$ cat src/rtl/ale_pkg.sv
// shared types, widths and codes for the array list engine
`default_nettype none

package ale_pkg;

  localparam int unsigned DEFAULT_CAPACITY = 16;

  localparam int unsigned FUNC_W   = 2;
  localparam int unsigned VALUE_W  = 32;
  localparam int unsigned POS_W    = 5;
  localparam int unsigned STATUS_W = 2;
  localparam int unsigned INDEX_W  = 6;
  localparam int unsigned LENGTH_W = 5;

  localparam logic [FUNC_W-1:0] FUNC_INSERT = 2'd0;
  localparam logic [FUNC_W-1:0] FUNC_DELETE = 2'd1;
  localparam logic [FUNC_W-1:0] FUNC_LOCATE = 2'd2;
  localparam logic [FUNC_W-1:0] FUNC_SORTED = 2'd3;

  localparam logic [STATUS_W-1:0] STATUS_OK     = 2'd0;
  localparam logic [STATUS_W-1:0] STATUS_BADPOS = 2'd1;
  localparam logic [STATUS_W-1:0] STATUS_FULL   = 2'd2;

  localparam logic [INDEX_W-1:0] INDEX_NONE = '1;

  // control broadcast to every cell of the row
  typedef struct packed {
    logic cmp_en;
    logic sorted;
    logic ins;
    logic del;
  } ale_ctrl_t;

endpackage

`default_nettype wire

$ cat src/rtl/ale_cell.sv
// one list entry: holds a word, compares it and shifts with its neighbours
`default_nettype none

module ale_cell import ale_pkg::*; #(
  parameter int unsigned CNT_W    = 5,
  parameter int unsigned CELL_IDX = 0
) (
  input  wire logic                      clk_i,
  input  wire ale_ctrl_t                 ctrl_i,
  input  wire logic [CNT_W-1:0]          tgt_i,
  input  wire logic signed [VALUE_W-1:0] value_i,
  input  wire logic signed [VALUE_W-1:0] left_i,
  input  wire logic signed [VALUE_W-1:0] right_i,
  output logic signed [VALUE_W-1:0]      entry_o,
  output logic                           hit_o
);

  localparam logic [CNT_W-1:0] MY_IDX = CNT_W'(CELL_IDX);

  logic signed [VALUE_W-1:0] entry_q, entry_d;
  logic                      hit_q, hit_d;

  always_comb begin
    entry_d = entry_q;
    if (ctrl_i.ins) begin
      if (MY_IDX == tgt_i) begin
        entry_d = value_i;
      end else if (MY_IDX > tgt_i) begin
        entry_d = left_i;
      end
    end else if (ctrl_i.del) begin
      if (MY_IDX >= tgt_i) begin
        entry_d = right_i;
      end
    end
  end

  // sorted insert flags every entry not below the value, locate every equal entry
  always_comb begin
    hit_d = hit_q;
    if (ctrl_i.cmp_en) begin
      if (ctrl_i.sorted) begin
        hit_d = !(entry_q < value_i);
      end else begin
        hit_d = (entry_q == value_i);
      end
    end
  end

  always_ff @(posedge clk_i) begin
    entry_q <= entry_d;
    hit_q   <= hit_d;
  end

  assign entry_o = entry_q;
  assign hit_o   = hit_q;

endmodule

`default_nettype wire

$ cat src/rtl/array_list_engine_top.sv
// array list engine: bounded ordered list in a row of shifting cells
`default_nettype none

// Bounded list of signed 32-bit words, CAPACITY entries, one cell per entry.
// An item is taken when start is high and busy is low; its result is registered
// and appears in the cycle after the work ends, for one cycle with done_o high,
// and must be taken then. Insert, delete and every refused request go straight
// to the apply state; no new item is taken until the block is idle again.
// Locate and an accepted sorted insert first latch a compare flag in every cell,
// then scan the flags one entry per cycle from index 0 until the first hit or the
// end of the list, then apply. The scan is the limiting path.

module array_list_engine_top import ale_pkg::*; #(
  parameter int unsigned CAPACITY = DEFAULT_CAPACITY
) (
  input  wire logic                       clk_i,
  input  wire logic                       rst_ni,
  input  wire logic                       start,
  output logic                            busy,
  input  wire logic [FUNC_W-1:0]          func_i,
  input  wire logic signed [VALUE_W-1:0]  value_i,
  input  wire logic [POS_W-1:0]           position_i,
  output logic                            done_o,
  output logic [STATUS_W-1:0]             status_o,
  output logic signed [INDEX_W-1:0]       index_o,
  output logic [LENGTH_W-1:0]             length_o
);

  localparam int unsigned CW   = $clog2(CAPACITY + 1);
  localparam int unsigned IW   = $clog2(CAPACITY);
  localparam int unsigned CMPW = (CW > POS_W) ? CW : POS_W;

  localparam logic [1:0] S_IDLE  = 2'd0;
  localparam logic [1:0] S_CMP   = 2'd1;
  localparam logic [1:0] S_SCAN  = 2'd2;
  localparam logic [1:0] S_APPLY = 2'd3;

  logic [1:0]                state_q, state_d;
  logic [FUNC_W-1:0]         func_q, func_d;
  logic signed [VALUE_W-1:0] value_q, value_d;
  logic [CW-1:0]             tgt_q, tgt_d;
  logic [STATUS_W-1:0]       stat_q, stat_d;
  logic [CW-1:0]             count_q, count_d;

  logic                      done_q, done_d;
  logic [STATUS_W-1:0]       status_q, status_d;
  logic [INDEX_W-1:0]        index_q, index_d;
  logic [LENGTH_W-1:0]       length_q, length_d;

  logic                      full;
  logic [CMPW-1:0]           pos_ext, cnt_ext;
  logic                      write_ok;
  logic                      not_found;
  ale_ctrl_t                 ctrl;

  logic signed [VALUE_W-1:0] entry_w [CAPACITY];
  logic [CAPACITY-1:0]       hit_w;

  assign full    = (count_q == CW'(CAPACITY));
  assign pos_ext = CMPW'(position_i);
  assign cnt_ext = CMPW'(count_q);

  assign write_ok  = (state_q == S_APPLY) && (stat_q == STATUS_OK) &&
                     (func_q != FUNC_LOCATE);
  assign not_found = (func_q == FUNC_LOCATE) && (tgt_q == count_q);

  always_comb begin
    ctrl.cmp_en = (state_q == S_CMP);
    ctrl.sorted = (func_q == FUNC_SORTED);
    ctrl.ins    = write_ok && (func_q inside {FUNC_INSERT, FUNC_SORTED});
    ctrl.del    = write_ok && (func_q == FUNC_DELETE);
  end

  always_comb begin
    state_d  = state_q;
    func_d   = func_q;
    value_d  = value_q;
    tgt_d    = tgt_q;
    stat_d   = stat_q;
    count_d  = count_q;
    done_d   = 1'b0;
    status_d = status_q;
    index_d  = index_q;
    length_d = length_q;
    case (state_q)
      S_IDLE: begin
        if (start) begin
          func_d  = func_i;
          value_d = value_i;
          tgt_d   = '0;
          stat_d  = STATUS_OK;
          state_d = S_APPLY;
          case (func_i)
            FUNC_INSERT: begin
              tgt_d = CW'(position_i);
              if (pos_ext > cnt_ext) begin
                stat_d = STATUS_BADPOS;
              end else if (full) begin
                stat_d = STATUS_FULL;
              end
            end
            FUNC_DELETE: begin
              tgt_d = CW'(position_i);
              if (pos_ext >= cnt_ext) begin
                stat_d = STATUS_BADPOS;
              end
            end
            FUNC_LOCATE: begin
              state_d = S_CMP;
            end
            default: begin
              if (full) begin
                stat_d = STATUS_FULL;
              end else begin
                state_d = S_CMP;
              end
            end
          endcase
        end
      end
      S_CMP: begin
        state_d = S_SCAN;
      end
      S_SCAN: begin
        // end of list is tested first, so the flag read past it is ignored
        if ((tgt_q == count_q) || hit_w[tgt_q[IW-1:0]]) begin
          state_d = S_APPLY;
        end else begin
          tgt_d = tgt_q + 1'b1;
        end
      end
      S_APPLY: begin
        if (ctrl.ins) begin
          count_d = count_q + 1'b1;
        end else if (ctrl.del) begin
          count_d = count_q - 1'b1;
        end
        done_d   = 1'b1;
        status_d = stat_q;
        if ((stat_q != STATUS_OK) || not_found) begin
          index_d = INDEX_NONE;
        end else begin
          index_d = INDEX_W'(tgt_q);
        end
        length_d = LENGTH_W'(count_d);
        state_d  = S_IDLE;
      end
      default: begin
        state_d = S_IDLE;
      end
    endcase
  end

  always_ff @(posedge clk_i or negedge rst_ni) begin
    if (!rst_ni) begin
      state_q  <= S_IDLE;
      count_q  <= '0;
      done_q   <= 1'b0;
      status_q <= STATUS_OK;
      index_q  <= '0;
      length_q <= '0;
    end else begin
      state_q  <= state_d;
      count_q  <= count_d;
      done_q   <= done_d;
      status_q <= status_d;
      index_q  <= index_d;
      length_q <= length_d;
    end
  end

  always_ff @(posedge clk_i) begin
    func_q  <= func_d;
    value_q <= value_d;
    tgt_q   <= tgt_d;
    stat_q  <= stat_d;
  end

  for (genvar i = 0; i < CAPACITY; i++) begin : g_cell
    logic signed [VALUE_W-1:0] left_w, right_w;
    if (i == 0) begin : g_first
      assign left_w = value_q;
    end else begin : g_left
      assign left_w = entry_w[i-1];
    end
    if (i == CAPACITY - 1) begin : g_last
      assign right_w = entry_w[i];
    end else begin : g_right
      assign right_w = entry_w[i+1];
    end
    ale_cell #(
      .CNT_W    (CW),
      .CELL_IDX (i)
    ) u_cell (
      .clk_i   (clk_i),
      .ctrl_i  (ctrl),
      .tgt_i   (tgt_q),
      .value_i (value_q),
      .left_i  (left_w),
      .right_i (right_w),
      .entry_o (entry_w[i]),
      .hit_o   (hit_w[i])
    );
  end

  assign busy     = (state_q != S_IDLE);
  assign done_o   = done_q;
  assign status_o = status_q;
  assign index_o  = index_q;
  assign length_o = length_q;

endmodule

`default_nettype wire

$ cat config.mk
export PLATFORM = sky130hd
export DESIGN_NAME = array_list_engine_top
export DESIGN_NICKNAME = d
export VERILOG_FILES = /design/src/rtl/ale_pkg.sv /design/src/rtl/ale_cell.sv /design/src/rtl/array_list_engine_top.sv
export SDC_FILE = /design/constraint.sdc
export NUM_CORES = 2
export LEC_CHECK = 0
export ABC_CLOCK_PERIOD_IN_PS = 8200
export BUFFER_PORTS_ARGS = -buffer_cell sky130_fd_sc_hd__buf_2
export CAP_MARGIN = 20
export CORE_MARGIN = 2
export CORE_UTILIZATION = 40
export DETAILED_ROUTE_END_ITERATION = 10
export PLACE_DENSITY = 0.58
export SETUP_SLACK_MARGIN = 0.5
export SYNTH_ARGS = -nofsm -noshare
export SYNTH_HDL_FRONTEND = slang
export SYNTH_SLANG_ARGS = --single-unit
$ cat constraint.sdc
create_clock -name clk_i -period 8.2 [get_ports clk_i]
set_input_delay 2.46 -clock clk_i [delete_from_list [all_inputs] [get_ports clk_i]]
set_output_delay 2.46 -clock clk_i [all_outputs]
set_load 0.05 [all_outputs]
==> results.py <==
metrics = {
    "run_status": {
        "status": "finished clean",
    },
    "floorplan": {
        "initial_core_util": 0.402,
        "coreArea_um2": 98100,
        "ios": 57,
        "dieArea_um2": 101000,
        "fp-row-count": 115,
        "die_h_um": 318,
        "fp.dieW_um": 318,
    },
    "cts": {
        "cts_setup_buffers": 0,
        "clk_path_buf_depth": 3,
        "cts_made_buffers": 70,
        "htreeDepth": 3,
        "hold_buffers": 0,
        "cts_root_buf": "clkbuf_16",
        "clock-sinks": 585,
        "cts_tree": "done",
        "clk_pin_slew_ns": 0.06,
        "clock_latency_ns": 0.64,
        "ctsResizeCount": 0,
    },
    "route": {
        "post_drt_wl_per_cell_um": 21.2,
        "num_vias": 30300,
        "drtPass1Iterations": 6,
        "finalWirelength_mm": 113,
        "drcViolationCount": 0,
        "drtAntennaViolNets": 0,
        "dr.first_iter.drc_count": 2959,
        "via_per_inst": 5.70,
    },
    "power_and_ir_drop": {
        "power_w": 0.00963,
        "comb_power_share": 0.285,
        "swShare": 0.351,
        "clkPwrFrac": 0.316,
        "p_sw_w": 0.00338,
        "p_per_area_nw_per_um2": 222,
        "irDropWorstVdd_mv": 0.160,
        "leakagePower_nw": 17.1,
        "p_seq_frac": 0.399,
        "power.internal_w": 0.00625,
    },
    "setup_path": {
        "crit_slowest_cell": "nor4_1",
        "r2r_start": "g_cell[0].left_w[27]",
        "crit_path_end_kind": "flop",
        "crit_buf_inv": 1,
        "cp.arrival_ns": 4.55,
        "crit_fanout": 24,
        "start_kind": "flop",
        "rr_worst_depth": 8,
        "worstPathCellList": "clkinv_1 -> ha_1 -> nand4_1 -> nor4_1 -> nand2_1 -> o211ai_1 -> and2_1 -> o31ai_1",
        "cp.depth": 8,
        "max_stage_delay_ns": 0.88,
        "crit_required_ns": 8.55,
        "critPathLaunch": "g_cell[0].left_w[27]",
        "critical_path.top_delay_family": "simple AND/OR/NAND/NOR gates",
        "worstSetupPathType": "flop to flop",
    },
    "timing": {
        "finalCritPeriodShare": 0.512,
        "final-hold-violation-count": 0,
        "final-setup-viol-count": 0,
        "layout_min_cycle_time_ns": 4.20,
        "rsz0062_at_grt": "false",
        "worst_pin_slew_ns": 1.11,
        "fmax_mhz": 238,
        "slew_headroom": 0.257,
        "clock_skew_ns": 0.0304,
        "drv_slew": 0,
        "finalSetupTns_ns": 0,
    },
    "hold_path": {
        "hp-start": "index_o[5]",
        "min_path_cells": 1,
        "hold_class": "flop to flop",
    },
    "synth": {
        "synth_seq_cells": 585,
        "ys_types": 53,
        "yosys_warnings": 0,
        "async_flop_share": 0.0274,
        "syn_area_um2": 39500,
        "syn-num-nets": 4601,
        "synth_ff_type": "edfxtp_1",
        "syn_inst": 4027,
        "synth-seq-area-share": 0.443,
        "synth.avg_cell_area_um2": 9.80,
        "synth-edff-count": 569,
    },
    "place": {
        "portBuffers": 56,
        "place_hpwl_mm": 80.8,
        "dp.cells": 5191,
        "place.gp.congestion": 0.846,
    },
    "job": {
        "drv_cap": 0,
    },
    "layout": {
        "n_antenna_cell": 0,
        "nets": 4555,
        "drive_gt1_frac": 0.0667,
        "areaGrowthSynthToFinish_pct": 9.87,
        "final_cells": 5319,
        "fillCellCount": 9517,
    },
    "global_route": {
        "grt_overflow": 0,
        "grt_pass1_wl_mm": 174,
        "antenna_found_initial": 2,
        "grt_max_degree": 249,
        "track_usage": 0.217,
        "grt_pass1_vias": 29700,
    },
}
==> layout make-up <==
class	instances	area, µm²	area share
Multi-Input combinational cell	3146	21100	0.486
Sequential cell	585	17500	0.403
Clock buffer	92	1930	0.0445
Tap cell	1287	1610	0.0371
Timing Repair Buffer	105	793	0.0183
Inverter	73	274	0.00632
Clock inverter	31	213	0.00491
==> cell families (layout without fill, tap and decap cells) <==
group           after synthesis  count (layout)  synth area share
compound gates             1154            1154             0.159
simple gates               1163            1163             0.123
xor+xnor                     25              25           0.00555
mux                         272             272            0.0720
fa+ha+maj                   532             532             0.169
flops                       585             585             0.443
buf+inv                     296             301            0.0285
==> registers in the layout, indices dropped and copies added, names as in the netlist <==
| signal | cells |
|---|---|
| state_q | 2 |
| index_o | 6 |
| g_cell.left_w | 32 |
| func_q | 2 |
| length_o | 5 |
| g_cell.u_cell.entry_o | 512 |
| g_cell.u_cell.hit_o | 16 |
| done_o | 1 |
| tgt_q | 5 |
| status_o | 2 |
| stat_q | 2 |
==> synth_stat cells (all sizes together), types with 24 or more instances <==
cell type,number,share of area
nor2,281,0.027
mux2i,232,0.059
mux2,35,0.010
nor3,24,0.0030
nand2,651,0.062
clkbuf,211,0.020
ha,531,0.17
nor4,26,0.0041
a21oi,452,0.057
inv,42,0.0040
o21ai,551,0.070
edfxtp,569,0.43
clkinv,31,0.0029
a21o,37,0.0070
a221o,30,0.0076
nand3,69,0.0088
nand4,75,0.012
==> metrics by stage <==
stage / worst slack (ns) / instance area (µm²) / hold slack, ns / utilization
after global routing: 3.78 / 43400 / 0.511 / 0.442
after global placement: 4.18 / 41100 / 0.474 / 0.418
after floorplan: 3.49 / 39500 / 0.472 / -
after detailed placement: 4.11 / 41100 / 0.468 / 0.419
after CTS: 4.01 / 43300 / 0.482 / 0.441
final: 4.00 / 43400 / 0.484 / 0.442
==> final timing paths <==
check | endpoint | slack [ns]
setup / recovery | g_cell[2].u_cell.hit_o | 4.00
hold / removal | index_o[5] | 0.48
setup reg to reg | g_cell[2].u_cell.hit_o | 4.00
hold reg to reg | index_o[5] | 0.48
max in group asynchronous | length_o[1] | 6.17
min in group asynchronous | index_o[2] | 1.75
==> cells in the final DEF, fill, tap and decap left out, types with 7 or more instances in the layout <==
cell type and n:
buf_2 56, o21a_1 7, a21oi_1 446, nor2_1 271, mux2_2 34, ha_1 531
o211ai_1 15, nand3_1 66, buf_4 38, nand2_1 648, a211o_1 7, xnor2_1 19
nor2_4 10, clkinv_2 11, a221o_1 30, buf_12 10, dfrtp_1 16, edfxtp_1 569
o311a_1 9, nor3_1 19, nand2b_1 7, or4_1 7, nand4_1 75, clkbuf_16 73
a211oi_1 16, mux2i_1 232, nor4_1 25, inv_1 42, nor2b_1 8, a21o_1 37
o21ai_0 551, clkinv_1 46, clkbuf_1 16
==> metal layers <==
layer | global-route usage | share of wire | vias to the layer above
li1 | - | - | 14900
met1 | 0.308 | 0.47 | 14600
met2 | 0.354 | 0.46 | 723
met3 | 0.0287 | 0.051 | 137
met4 | 0.0484 | 0.020 | 0
met5 | 0 | 0 | -
==> power groups by stage <==
stage               clock network [W]  logic, W  registers (W)
global route                  0.00321   0.00306        0.00387
floorplan                           0   0.00191        0.00381
finish                        0.00304   0.00274        0.00385
CTS                           0.00310   0.00271        0.00385
global placement                    0   0.00264        0.00391
detailed placement                  0   0.00270        0.00391
No activity file was read; power rests on OpenSTA's default activity.
